**src/design/jpdz_pkg.sv**
```systemverilog
`timescale 1ns / 1ps

package jpdz_pkg;

  // CORDIC datapath widths. X and Y carry the Q1.15 axes shifted left by 8 and
  // must hold the gain-grown magnitude. Z is the angle in units of 2^-16 degree.
  localparam int XW = 27;
  localparam int ZW = 26;

  localparam int AXIS_W = 16;
  localparam int LIMIT_W = 15;
  localparam int HEADING_W = 16;
  localparam int MAG_W = 16;

  localparam int ATAN_LEN = 24;
  localparam int ATAN_W = 22;

  // round(atan(2^-i) * 180/pi * 65536)
  localparam logic [ATAN_W-1:0] ATAN_TABLE [ATAN_LEN] = '{
    22'd2949120, 22'd1740967, 22'd919879, 22'd466945,
    22'd234379,  22'd117304,  22'd58666,  22'd29335,
    22'd14668,   22'd7334,    22'd3667,   22'd1833,
    22'd917,     22'd458,     22'd229,    22'd115,
    22'd57,      22'd29,      22'd14,     22'd7,
    22'd4,       22'd2,       22'd1,      22'd0
  };

  localparam logic signed [ZW-1:0] ANGLE_180 = 26'sd11796480;

  localparam logic [LIMIT_W-1:0] DZ_LIMIT_RESET = 15'd3932;

  // Angle to hundredths: (z * 100 + 2^15) >> 16.
  localparam int ANG_PROD_W = ZW + 8;
  localparam logic signed [ANG_PROD_W-1:0] ANG_SCALE = 34'sd100;
  localparam logic signed [ANG_PROD_W-1:0] ANG_ROUND = 34'sd32768;

  // Magnitude: (x * 39797 + 2^23) >> 24, 39797 undoing the CORDIC gain.
  localparam int MAG_PROD_W = XW + 17;
  localparam logic signed [MAG_PROD_W-1:0] GAIN_INV = 44'sd39797;
  localparam logic signed [MAG_PROD_W-1:0] MAG_ROUND = 44'sd8388608;

  localparam logic signed [17:0] ANG_MAX = 18'sd18000;
  localparam logic signed [17:0] ANG_MIN = -18'sd18000;
  localparam logic signed [17:0] ANG_WRAP = -18'sd9000;
  localparam logic signed [17:0] OFS_WRAP = 18'sd27000;
  localparam logic signed [17:0] OFS_FWD = 18'sd9000;

  typedef struct packed {
    logic signed [XW-1:0] x;
    logic signed [XW-1:0] y;
    logic signed [ZW-1:0] z;
  } cordic_vec_t;

  typedef struct packed {
    logic signed [HEADING_W-1:0] heading;
    logic [MAG_W-1:0]            magnitude;
  } polar_t;

endpackage

```
**src/design/jpdz_pre.sv**
```systemverilog
`timescale 1ns / 1ps

module jpdz_pre (
  input  logic                              clk,
  input  logic                              rst_n,
  input  logic                              load_i,
  input  logic signed [jpdz_pkg::AXIS_W-1:0] axis_x_i,
  input  logic signed [jpdz_pkg::AXIS_W-1:0] axis_y_i,
  input  logic [jpdz_pkg::LIMIT_W-1:0]      limit_i,
  output logic                              vld_o,
  output jpdz_pkg::cordic_vec_t             vec_o,
  output logic                              dz_o
);
  import jpdz_pkg::*;

  logic                  vld_r;
  cordic_vec_t           vec_r, vec_nxt;
  logic                  dz_r, dz_nxt;
  logic [AXIS_W:0]       abs_x, abs_y;
  logic signed [XW-1:0]  ax, ay;
  logic                  x_neg;

  // |x| equals |axis_x| since x is the negated axis.
  assign abs_x = axis_x_i[AXIS_W-1] ? (17'd0 - {1'b1, axis_x_i}) : {1'b0, axis_x_i};
  assign abs_y = axis_y_i[AXIS_W-1] ? (17'd0 - {1'b1, axis_y_i}) : {1'b0, axis_y_i};
  assign dz_nxt = (abs_x <= {2'b00, limit_i}) && (abs_y <= {2'b00, limit_i});

  assign ax = {{(XW-AXIS_W-8){axis_x_i[AXIS_W-1]}}, axis_x_i, 8'd0};
  assign ay = {{(XW-AXIS_W-8){axis_y_i[AXIS_W-1]}}, axis_y_i, 8'd0};

  // The negated x is below zero when the raw axis is positive.
  assign x_neg = !axis_x_i[AXIS_W-1] && (axis_x_i != '0);

  // A vector in the left half plane is turned by 180 degrees first.
  always_comb begin
    if (x_neg) begin
      vec_nxt.x = ax;
      vec_nxt.y = -ay;
      vec_nxt.z = axis_y_i[AXIS_W-1] ? -ANGLE_180 : ANGLE_180;
    end else begin
      vec_nxt.x = -ax;
      vec_nxt.y = ay;
      vec_nxt.z = '0;
    end
  end

  always_ff @(posedge clk) begin
    if (!rst_n) begin
      vld_r <= 1'b0;
    end else begin
      vld_r <= load_i;
    end
  end

  always_ff @(posedge clk) begin
    if (load_i) begin
      vec_r <= vec_nxt;
      dz_r  <= dz_nxt;
    end
  end

  assign vld_o = vld_r;
  assign vec_o = vec_r;
  assign dz_o  = dz_r;

endmodule

```
**src/design/jpdz_cell.sv**
```systemverilog
`timescale 1ns / 1ps

module jpdz_cell #(
  parameter int STAGE = 0
) (
  input  logic                  clk,
  input  logic                  rst_n,
  input  logic                  vld_i,
  input  jpdz_pkg::cordic_vec_t vec_i,
  output logic                  vld_o,
  output jpdz_pkg::cordic_vec_t vec_o
);
  import jpdz_pkg::*;

  logic                  vld_r;
  cordic_vec_t           vec_r, vec_nxt;
  logic signed [XW-1:0]  x_in, y_in, dx, dy;
  logic signed [ZW-1:0]  z_in, ang;

  assign x_in = vec_i.x;
  assign y_in = vec_i.y;
  assign z_in = vec_i.z;
  assign dx   = y_in >>> STAGE;
  assign dy   = x_in >>> STAGE;
  assign ang  = $signed({{(ZW-ATAN_W){1'b0}}, ATAN_TABLE[STAGE]});

  // Rotate toward the x axis; both updates use the incoming x and y.
  always_comb begin
    if (!y_in[XW-1]) begin
      vec_nxt.x = x_in + dx;
      vec_nxt.y = y_in - dy;
      vec_nxt.z = z_in + ang;
    end else begin
      vec_nxt.x = x_in - dx;
      vec_nxt.y = y_in + dy;
      vec_nxt.z = z_in - ang;
    end
  end

  always_ff @(posedge clk) begin
    if (!rst_n) begin
      vld_r <= 1'b0;
    end else begin
      vld_r <= vld_i;
    end
  end

  always_ff @(posedge clk) begin
    vec_r <= vec_nxt;
  end

  assign vld_o = vld_r;
  assign vec_o = vec_r;

endmodule

```
**src/design/jpdz_post.sv**
```systemverilog
`timescale 1ns / 1ps

module jpdz_post (
  input  logic                  clk,
  input  logic                  rst_n,
  input  logic                  vld_i,
  input  jpdz_pkg::cordic_vec_t vec_i,
  input  logic                  take_i,
  output logic                  vld_o,
  output jpdz_pkg::polar_t      res_o
);
  import jpdz_pkg::*;

  logic                         prod_vld_r;
  logic                         res_vld_r, res_vld_nxt;
  logic signed [ANG_PROD_W-1:0] ang_prod_r, ang_prod_nxt;
  logic signed [MAG_PROD_W-1:0] mag_prod_r, mag_prod_nxt;
  logic signed [17:0]           ang_full, ang_sat, head_full;
  logic signed [19:0]           mag_full;
  polar_t                       res_r, res_nxt;

  assign ang_prod_nxt = {{(ANG_PROD_W-ZW){vec_i.z[ZW-1]}}, vec_i.z} * ANG_SCALE + ANG_ROUND;
  assign mag_prod_nxt = {{(MAG_PROD_W-XW){vec_i.x[XW-1]}}, vec_i.x} * GAIN_INV + MAG_ROUND;

  assign ang_full = ang_prod_r[ANG_PROD_W-1:16];
  assign mag_full = mag_prod_r[MAG_PROD_W-1:24];

  always_comb begin
    if (ang_full > ANG_MAX) begin
      ang_sat = ANG_MAX;
    end else if (ang_full < ANG_MIN) begin
      ang_sat = ANG_MIN;
    end else begin
      ang_sat = ang_full;
    end

    // Turn the math angle into a heading with forward at zero and right positive.
    if (ang_sat <= ANG_WRAP) begin
      head_full = -ang_sat - OFS_WRAP;
    end else begin
      head_full = -ang_sat + OFS_FWD;
    end
    res_nxt.heading = head_full[HEADING_W-1:0];

    if (mag_full[19]) begin
      res_nxt.magnitude = '0;
    end else if (mag_full[19:MAG_W] != '0) begin
      res_nxt.magnitude = '1;
    end else begin
      res_nxt.magnitude = mag_full[MAG_W-1:0];
    end
  end

  // The result stays here until the top level moves it to the output register.
  always_comb begin
    if (prod_vld_r) begin
      res_vld_nxt = 1'b1;
    end else if (take_i) begin
      res_vld_nxt = 1'b0;
    end else begin
      res_vld_nxt = res_vld_r;
    end
  end

  always_ff @(posedge clk) begin
    if (!rst_n) begin
      prod_vld_r <= 1'b0;
      res_vld_r  <= 1'b0;
    end else begin
      prod_vld_r <= vld_i;
      res_vld_r  <= res_vld_nxt;
    end
  end

  always_ff @(posedge clk) begin
    ang_prod_r <= ang_prod_nxt;
    mag_prod_r <= mag_prod_nxt;
    if (prod_vld_r) begin
      res_r <= res_nxt;
    end
  end

  assign vld_o = res_vld_r;
  assign res_o = res_r;

endmodule

```
**src/design/joystick_polar_with_dead_zone.sv**
```systemverilog
`timescale 1ns / 1ps

// Channel   Handshake           Payload
// in_       in_valid/in_stall   in_axis_x, in_axis_y
// out_      out_valid/out_stall out_heading, out_magnitude, out_in_dead_zone
// cfg_      cfg_wr_en           cfg_wr_data (dead-zone limit)
//
// out_valid rises once an accepted item has passed the input stage, which loads at
// the accepting edge, then each CORDIC cell, two scaling stages and the output
// register. One item is in the cell chain at a time; in_stall drops once its
// result has moved to the output register (which out_stall can delay), and the
// next item can then overlap that result while it waits in the output register.
// Reset clears all valid flags, the held heading and loads the default limit.
// out_stall only holds the output register and, behind it, the next result.
module joystick_polar_with_dead_zone #(
  parameter int CORDIC_STEPS = 16
) (
  input  logic                                 clk,
  input  logic                                 rst_n,
  input  logic                                 in_valid,
  output logic                                 in_stall,
  input  logic signed [jpdz_pkg::AXIS_W-1:0]   in_axis_x,
  input  logic signed [jpdz_pkg::AXIS_W-1:0]   in_axis_y,
  output logic                                 out_valid,
  input  logic                                 out_stall,
  output logic signed [jpdz_pkg::HEADING_W-1:0] out_heading,
  output logic [jpdz_pkg::MAG_W-1:0]           out_magnitude,
  output logic                                 out_in_dead_zone,
  input  logic                                 cfg_wr_en,
  input  logic [jpdz_pkg::LIMIT_W-1:0]         cfg_wr_data
);
  import jpdz_pkg::*;

  logic [LIMIT_W-1:0]          limit_r;
  logic                        busy_r, busy_nxt;
  logic                        out_valid_r, out_valid_nxt;
  logic signed [HEADING_W-1:0] held_r;
  logic signed [HEADING_W-1:0] out_heading_r;
  logic [MAG_W-1:0]            out_magnitude_r;
  logic                        out_dz_r;
  logic                        accept, take, dz;
  logic                        post_vld;
  polar_t                      post_res;
  logic [CORDIC_STEPS:0]       stage_vld;
  cordic_vec_t                 stage_vec [CORDIC_STEPS+1];

  assign accept = in_valid && !busy_r;
  assign take   = post_vld && (!out_valid_r || !out_stall);

  jpdz_pre u_pre (
    .clk      (clk),
    .rst_n    (rst_n),
    .load_i   (accept),
    .axis_x_i (in_axis_x),
    .axis_y_i (in_axis_y),
    .limit_i  (limit_r),
    .vld_o    (stage_vld[0]),
    .vec_o    (stage_vec[0]),
    .dz_o     (dz)
  );

  for (genvar k = 0; k < CORDIC_STEPS; k++) begin : g_cell
    jpdz_cell #(
      .STAGE (k)
    ) u_cell (
      .clk   (clk),
      .rst_n (rst_n),
      .vld_i (stage_vld[k]),
      .vec_i (stage_vec[k]),
      .vld_o (stage_vld[k+1]),
      .vec_o (stage_vec[k+1])
    );
  end

  jpdz_post u_post (
    .clk    (clk),
    .rst_n  (rst_n),
    .vld_i  (stage_vld[CORDIC_STEPS]),
    .vec_i  (stage_vec[CORDIC_STEPS]),
    .take_i (take),
    .vld_o  (post_vld),
    .res_o  (post_res)
  );

  always_comb begin
    if (accept) begin
      busy_nxt = 1'b1;
    end else if (take) begin
      busy_nxt = 1'b0;
    end else begin
      busy_nxt = busy_r;
    end

    if (take) begin
      out_valid_nxt = 1'b1;
    end else if (!out_stall) begin
      out_valid_nxt = 1'b0;
    end else begin
      out_valid_nxt = out_valid_r;
    end
  end

  always_ff @(posedge clk) begin
    if (!rst_n) begin
      limit_r     <= DZ_LIMIT_RESET;
      busy_r      <= 1'b0;
      out_valid_r <= 1'b0;
      held_r      <= '0;
    end else begin
      if (cfg_wr_en) begin
        limit_r <= cfg_wr_data;
      end
      busy_r      <= busy_nxt;
      out_valid_r <= out_valid_nxt;
      if (take && !dz) begin
        held_r <= post_res.heading;
      end
    end
  end

  // In the dead zone the last good heading is repeated with zero length.
  always_ff @(posedge clk) begin
    if (take) begin
      out_heading_r   <= dz ? held_r : post_res.heading;
      out_magnitude_r <= dz ? '0 : post_res.magnitude;
      out_dz_r        <= dz;
    end
  end

  assign in_stall         = busy_r;
  assign out_valid        = out_valid_r;
  assign out_heading      = out_heading_r;
  assign out_magnitude    = out_magnitude_r;
  assign out_in_dead_zone = out_dz_r;

  a_one_in_chain : assert property (@(posedge clk) disable iff (!rst_n)
    $onehot0({stage_vld, post_vld}))
    else $error("more than one item in the cell chain");

  a_idle_chain : assert property (@(posedge clk) disable iff (!rst_n)
    !busy_r |-> (stage_vld == '0) && !post_vld)
    else $error("cell chain active while not busy");

  a_dz_zero_mag : assert property (@(posedge clk) disable iff (!rst_n)
    out_valid && out_in_dead_zone |-> out_magnitude == '0)
    else $error("nonzero magnitude in dead zone");

  a_heading_range : assert property (@(posedge clk) disable iff (!rst_n)
    take |=> (out_heading >= -16'sd18000) && (out_heading <= 16'sd18000))
    else $error("heading out of range");

endmodule
```
**config.mk**
```make
export PLATFORM = sky130hd
export DESIGN_NAME = joystick_polar_with_dead_zone
export DESIGN_NICKNAME = d
export VERILOG_FILES = /design/src/design/jpdz_pkg.sv /design/src/design/jpdz_pre.sv /design/src/design/jpdz_cell.sv /design/src/design/jpdz_post.sv /design/src/design/joystick_polar_with_dead_zone.sv
export SDC_FILE = /design/constraint.sdc
export NUM_CORES = 2
export LEC_CHECK = 0
export ABC_AREA = 0
export BUFFER_PORTS_ARGS = -buffer_cell sky130_fd_sc_hd__buf_4
export CORE_UTILIZATION = 55
export DETAILED_ROUTE_END_ITERATION = 6
export PLACE_DENSITY = 0.68
export SLEW_MARGIN = 15
export SYNTH_ARGS = -nofsm -noshare
export SYNTH_HDL_FRONTEND = slang
export SYNTH_SLANG_ARGS = --single-unit
export TNS_END_PERCENT = 100
```
**constraint.sdc**
```tcl
create_clock -name clk -period 8.3 [get_ports clk]
set_clock_uncertainty 0.15 [all_clocks]
set_input_delay 1.245 -clock clk [delete_from_list [all_inputs] [get_ports clk]]
set_output_delay 1.245 -clock clk [all_outputs]
set_load 0.02 [all_outputs]
```
# Word-level counts from Yosys, hierarchy flattened
# Cells that the tools add are included.
# op_classes
addsub,104
multipliers,2
div,0
order_cmp,5
eq_ne,1
shifts,0
mux,30
bitwise_logic,0
reduce_logical,15
# op_table
cell,n
80-bit 2-to-1 mux,17
27-bit by 12-bit adder with 27-bit output,2
27-bit by 13-bit adder with 27-bit output,2
27-bit by 14-bit adder with 27-bit output,2
27-bit by 15-bit adder with 27-bit output,2
27-bit by 16-bit adder with 27-bit output,2
27-bit by 17-bit adder with 27-bit output,2
27-bit by 18-bit adder with 27-bit output,2
27-bit by 19-bit adder with 27-bit output,2
27-bit by 20-bit adder with 27-bit output,2
27-bit by 21-bit adder with 27-bit output,2
27-bit by 22-bit adder with 27-bit output,2
27-bit by 23-bit adder with 27-bit output,2
27-bit by 24-bit adder with 27-bit output,2
27-bit by 25-bit adder with 27-bit output,2
27-bit by 26-bit adder with 27-bit output,2
24-bit negation with 27-bit output,2
27-bit by 12-bit subtractor with 27-bit output,2
27-bit by 13-bit subtractor with 27-bit output,2
27-bit by 14-bit subtractor with 27-bit output,2
27-bit by 15-bit subtractor with 27-bit output,2
27-bit by 16-bit subtractor with 27-bit output,2
27-bit by 17-bit subtractor with 27-bit output,2
27-bit by 18-bit subtractor with 27-bit output,2
other kinds (66),94
# totals
reg_bits,1529
latchBits,0
ramBits,0
mem_bits_ro,0
in_bits,52
output_inout_bits,35
wordCells,240
n_memories,0

# Depth between registers and ports, before layout
# logic_depth
depth_word,6
depth_mapped,27
mapped_depth_nobuf,25

# By module
# Synthesis repeated with hierarchy kept, for this count alone.
# hier_totals
hier_cells,14623
area_unflattened_um2,124346.8
# by_module_without_submodules
mod,instances,cells_per_inst,area_each_um2,seq_area_each_um2
jpdz_post,1,1564,14858.0,1761.7
jpdz_cell at g_cell[2].u_cell,1,835,6832.8,1621.6
jpdz_cell at g_cell[4].u_cell,1,822,6720.2,1621.6
jpdz_cell at g_cell[13].u_cell,1,800,6641.4,1621.6
jpdz_cell at g_cell[7].u_cell,1,810,6595.1,1621.6
jpdz_cell at g_cell[12].u_cell,1,805,6577.6,1621.6
jpdz_cell at g_cell[1].u_cell,1,802,6562.5,1621.6
jpdz_cell at g_cell[0].u_cell,1,818,6561.3,1601.5
jpdz_cell at g_cell[3].u_cell,1,785,6532.5,1621.6
jpdz_cell at g_cell[6].u_cell,1,781,6452.4,1621.6
jpdz_cell at g_cell[10].u_cell,1,775,6429.9,1621.6
jpdz_cell at g_cell[8].u_cell,1,758,6336.1,1621.6
jpdz_cell at g_cell[11].u_cell,1,762,6312.3,1621.6
jpdz_cell at g_cell[14].u_cell,1,741,6268.5,1621.6
5 more rows,-,-,-,-

# Worst setup path before layout
# Ideal clock, no wire load.
# synth_path
kind,reg2reg
start,register g_cell[15].u_cell.vec_r (netlist bit g_cell[15].u_cell.vec_o[79])
end,register u_post.mag_prod_r[43]
setup_time_ns,0.148
arrival_time_ns,5.755
required_time_ns,8.002
setup_slack_ns,2.247
stages_incl_launch_ff,22
path_buffers,0
synth_period_minus_slack_ns,6.053
path_cell_list,dfxtp_1 -> ha_1 -> fa_1 -> inv_1 -> fa_1 -> fa_1 -> fa_1 -> inv_1 -> fa_1 -> inv_1 -> ha_1 -> a21o_1 -> a21o_1 -> a21oi_1 -> o21ai_0 -> a22oi_1 -> o31ai_1 -> o211a_1 -> o31a_1 -> nor2_1 -> nor2_1 -> xor2_1
# synth_via
elab_chain_len,2
# synth_rtl
item,line,source
start: declaration,jpdz_cell.sv:16,"cordic_vec_t vec_r, vec_nxt;"
start signal: assignment,jpdz_cell.sv:49,vec_r <= vec_nxt;
27-bit by 17-bit multiplier with 44-bit output,jpdz_post.sv:23,"assign mag_prod_nxt = {{(MAG_PROD_W-XW){vec_i.x[XW-1]}}, vec_i.x} * GAIN_INV + MAG_ROUND;"
44-bit by 24-bit adder with 44-bit output,jpdz_post.sv:23,
net u_post.mag_prod_nxt[43],jpdz_post.sv:17,"logic signed [MAG_PROD_W-1:0] mag_prod_r, mag_prod_nxt;"
end signal: assignment,jpdz_post.sv:77,mag_prod_r <= mag_prod_nxt;
end: declaration,jpdz_post.sv:17,
# The timed path passes the listed nets, and every way through them passes these cells.
# A chain may end at the register's enable or synchronous reset.

# Worst setup path in the final report
# layout_path
start,register g_cell[15].u_cell.vec_r (netlist bit g_cell[15].u_cell.vec_o[60])
end,register u_post.mag_prod_r[43]
# The elaborated chain is that of the path after synthesis.

==> run_results.csv <==
group,metric,value,unit
clock_network,cts-root-buf,"clkbuf_16",
floorplanning,die_x,432.3,um
detailed_routing,avgViaCountPerCell,5.649,
worst_setup_path,startpoint_type,"register",
clock_network,cts_setup_buffers,0,
worst_setup_path,critPathKind,"reg -> reg",
finish,final_nets,13470,
synthesis,synth-edff-count,107,
clock_network,cts_resized,0,
timing,final_hold_viol_count,0,
grt,grt_max_degree,62,
worst_setup_path,r2r_slack,1200,ps
synthesis,synthCells,11580,
worst_hold_path,min_from,"g_cell[7].u_cell.vec_o[1]",
clock_network,ctsHoldBuffers,0,
worst_hold_path,min_path_type,"reg -> reg",
synthesis,synth_cell_types,99,
clock_network,clkTransAtPathRegs,60,ps
grt,grt_pass1_vias,78410,
worst_setup_path,cp.arrival,7620,ps
detailed_routing,post-route-drc-count,0,
synthesis,async_flop_share,0,%
clock_network,cts_sinks,1341,
timing,layout_min_cycle_time,7105,ps
timing,setup_tns,0,ps
timing,tightest_slew,1253,ps
worst_setup_path,r2r_cells,22,
grt,grt_pass1_wl,404500,um
finish,final_common_cell,"ha_1",
grt,grt_util_all_layers,26.39,%
clock_network,clockBufferDepth,3,
detailed_routing,first_pass_iters,6,
floorplanning,die-area,186900,sq um
clock_network,cts_tree,"yes",
detailed_routing,totalWireLength,251500,um
synthesis,netlist_area,101900,sq um
timing,finalSetupViolCount,0,
synthesis,yosys_warnings,0,
synthesis,synth_area_leader_cell,"dfxtp_1",
placed_design,place_hpwl,202800,um
worst_setup_path,path_cells,"ha_1 > inv_1 > fa_1 > fa_1 > fa_1 > inv_1 > fa_1 > inv_1 > fa_1 > inv_1 > ha_1 > a21o_1 > a21o_1 > a21oi_1 > a211oi_1 > o21ai_0 > o31ai_1 > o211a_1 > o31a_1 > nor2_1 > nor2_1 > xor2_1",
detailed_routing,ant_nets,0,
worst_setup_path,cp.required,8820,ps
floorplanning,start_util,55.51,%
worst_hold_path,min_to,"g_cell[8].u_cell.vec_o[1]",
placed_design,portBuffers,86,
job,cap_violations,0,
synthesis,synth_top_area_share,24.25,%
finish,final_layout_size_suffix_gt1_share,4.644,%
worst_setup_path,critPathSlowestCell,"o21ai_0",
grt,gr-total-overflow,0,
timing,max_freq,140.8,MHz
finish,fillers,16190,
worst_setup_path,crit_top_cell,"fa_1",
synthesis,synth_area_leaders,"dfxtp_1 (24%), ha_1 (18%), xnor2_1 (8.7%)",
timing,fin_crit_sh,85.60,%
floorplanning,io_pins,87,
timing,rsz0062_at_grt,"false",
timing,drv_slew,0,
clock_network,h-tree-depth,4,
worst_setup_path,cp-end-kind,"register",
grt,antenna_found_initial,2,
worst_setup_path,slowest_delay,620,ps
worst_hold_path,min_path_cells,0,
worst_setup_path,crit_fanout,6,
finish,syn2layout_area_growth,8.787,%
floorplanning,rows,157,
worst_setup_path,r2r_start,"g_cell[15].u_cell.vec_o[60]",
detailed_routing,wl_per_cell,17.58,um
floorplanning,die_h,432.3,um
finish,final_cell_mix,"ha_1 (1439), dfxtp_1 (1222), nor2_1 (1090)",
placed_design,place_congestion,0.9329,
clock_network,cts_made_buffers,156,
worst_setup_path,r2r_end,"u_post.mag_prod_r[43]",
synthesis,synth_ff_type,"dfxtp_1",
clock_network,insertion_delay,810,ps
synthesis,ys_seq_area_share,27.41,%
floorplanning,core,183500,sq um
outcome,status,"finished, final reports clean",
synthesis,postSynthAreaPerCell,8.793,sq um
detailed_routing,vias,80820,
synthesis,ys_ff_latch,1341,
detailed_routing,dr.first_iter.drc_count,4115,
timing,maxSlewHeadroom,15.37,%
final cells by class:
| cell class | count | area, sq um | share of cell area [%] |
|---|---|---|---|
| repair buffers | 117 | 878.3 | 0.7927 |
| flip-flops and latches | 1341 | 27930 | 25.21 |
| inverters | 928 | 3483 | 3.144 |
| multi-input cells | 9170 | 69930 | 63.11 |
| clock inverters | 87 | 1162 | 1.049 |
| diodes | 1 | 2.502 | 0.002258 |
| clock buffers | 200 | 4333 | 3.910 |
| well taps | 2464 | 3083 | 2.782 |
per-layer routing:
layer	global-route usage (%)	wire length, um	vias to the layer above
met4	8.575	7875	0
met2	45.27	118800	1527
met3	3.231	9963	427
met5	0	0	-
li1	-	-	40820
met1	34.24	114900	38050
Yosys cell counts, types with 55 or more instances:
cell,number
nor4_1,83
nand2_1,590
xor2_1,506
nand3_1,160
dfxtp_1,1234
nor2_1,1091
edfxtp_1,107
and3_1,122
o21ai_0,476
a21boi_0,55
inv_1,925
a31oi_1,125
fa_1,268
nor3_1,346
or3_1,80
nand2b_1,145
nor2b_1,176
a21o_1,354
o21bai_1,126
a21oi_1,988
o21a_1,156
a211oi_1,71
and2_1,81
xnor2_1,1007
ha_1,1439
clkbuf_1,124
registers in the layout, summed over array words and instances (netlist names):
name / cells
in_stall: 1
u_post.mag_prod_r: 20
out_valid: 1
u_post.prod_vld_r: 1
held_r: 16
u_post.ang_prod_r: 18
out_magnitude: 16
g_cell.u_cell.vld_o: 16
out_heading: 16
g_cell.u_cell.vec_o: 1144
u_pre.vld_o: 1
u_post.res_o: 32
u_pre.dz_o: 1
u_pre.vec_o: 41
limit_r: 15
out_in_dead_zone: 1
u_post.vld_o: 1
cells by family after synthesis:
group,share of synthesized area (%)
simple gates,14.34
compound gates,17.44
fa+ha+maj,22.94
xor+xnor,13.07
flops,27.41
buf+inv,3.960
mux,0.8304
other cells,0.003682
worst max-delay path: cells and delay by family (launching register included):
kind / cells / cell delay [ps]
AO/OA/AOI/OAI: 8 / 2480
flip-flops: 1 / 590
XOR/XNOR: 1 / 140
AND/OR/NAND/NOR: 2 / 220
buffers and inverters: 4 / 250
adder cells (fa/ha/maj): 7 / 3140
how the worst max path moves through the flow:
stage	to	slack, ps	depth (start not counted)	start
after global routing	u_post.mag_prod_r[43]	850	22	g_cell[15].u_cell.vec_o[60]
after CTS	u_post.mag_prod_r[43]	1070	22	g_cell[15].u_cell.vec_o[60]
final	u_post.mag_prod_r[43]	1200	22	g_cell[15].u_cell.vec_o[60]
after global placement	u_post.mag_prod_r[43]	1120	22	g_cell[15].u_cell.vec_o[60]
after detailed placement	u_post.mag_prod_r[43]	1100	22	g_cell[15].u_cell.vec_o[60]
after floorplan	u_post.mag_prod_r[43]	2250	21	g_cell[15].u_cell.vec_o[79]
through the flow:
step	std cells	utilization (%)	worst slack (ps)	cell area [sq um]	hold WS, ps
after CTS	14310	60.39	1067	110800	178.3
after global placement	14020	57.39	1124	105300	165.0
after global routing	14310	60.39	854.7	110800	180.9
after floorplan	11590	-	2247	101900	159.6
final	14310	60.39	1195	110800	175.8
after detailed placement	14020	57.39	1104	105300	162.1
Power is left out: the tool's default activity adds up to more than one toggle a clock period on the data nets, which glitch-free logic cannot reach.
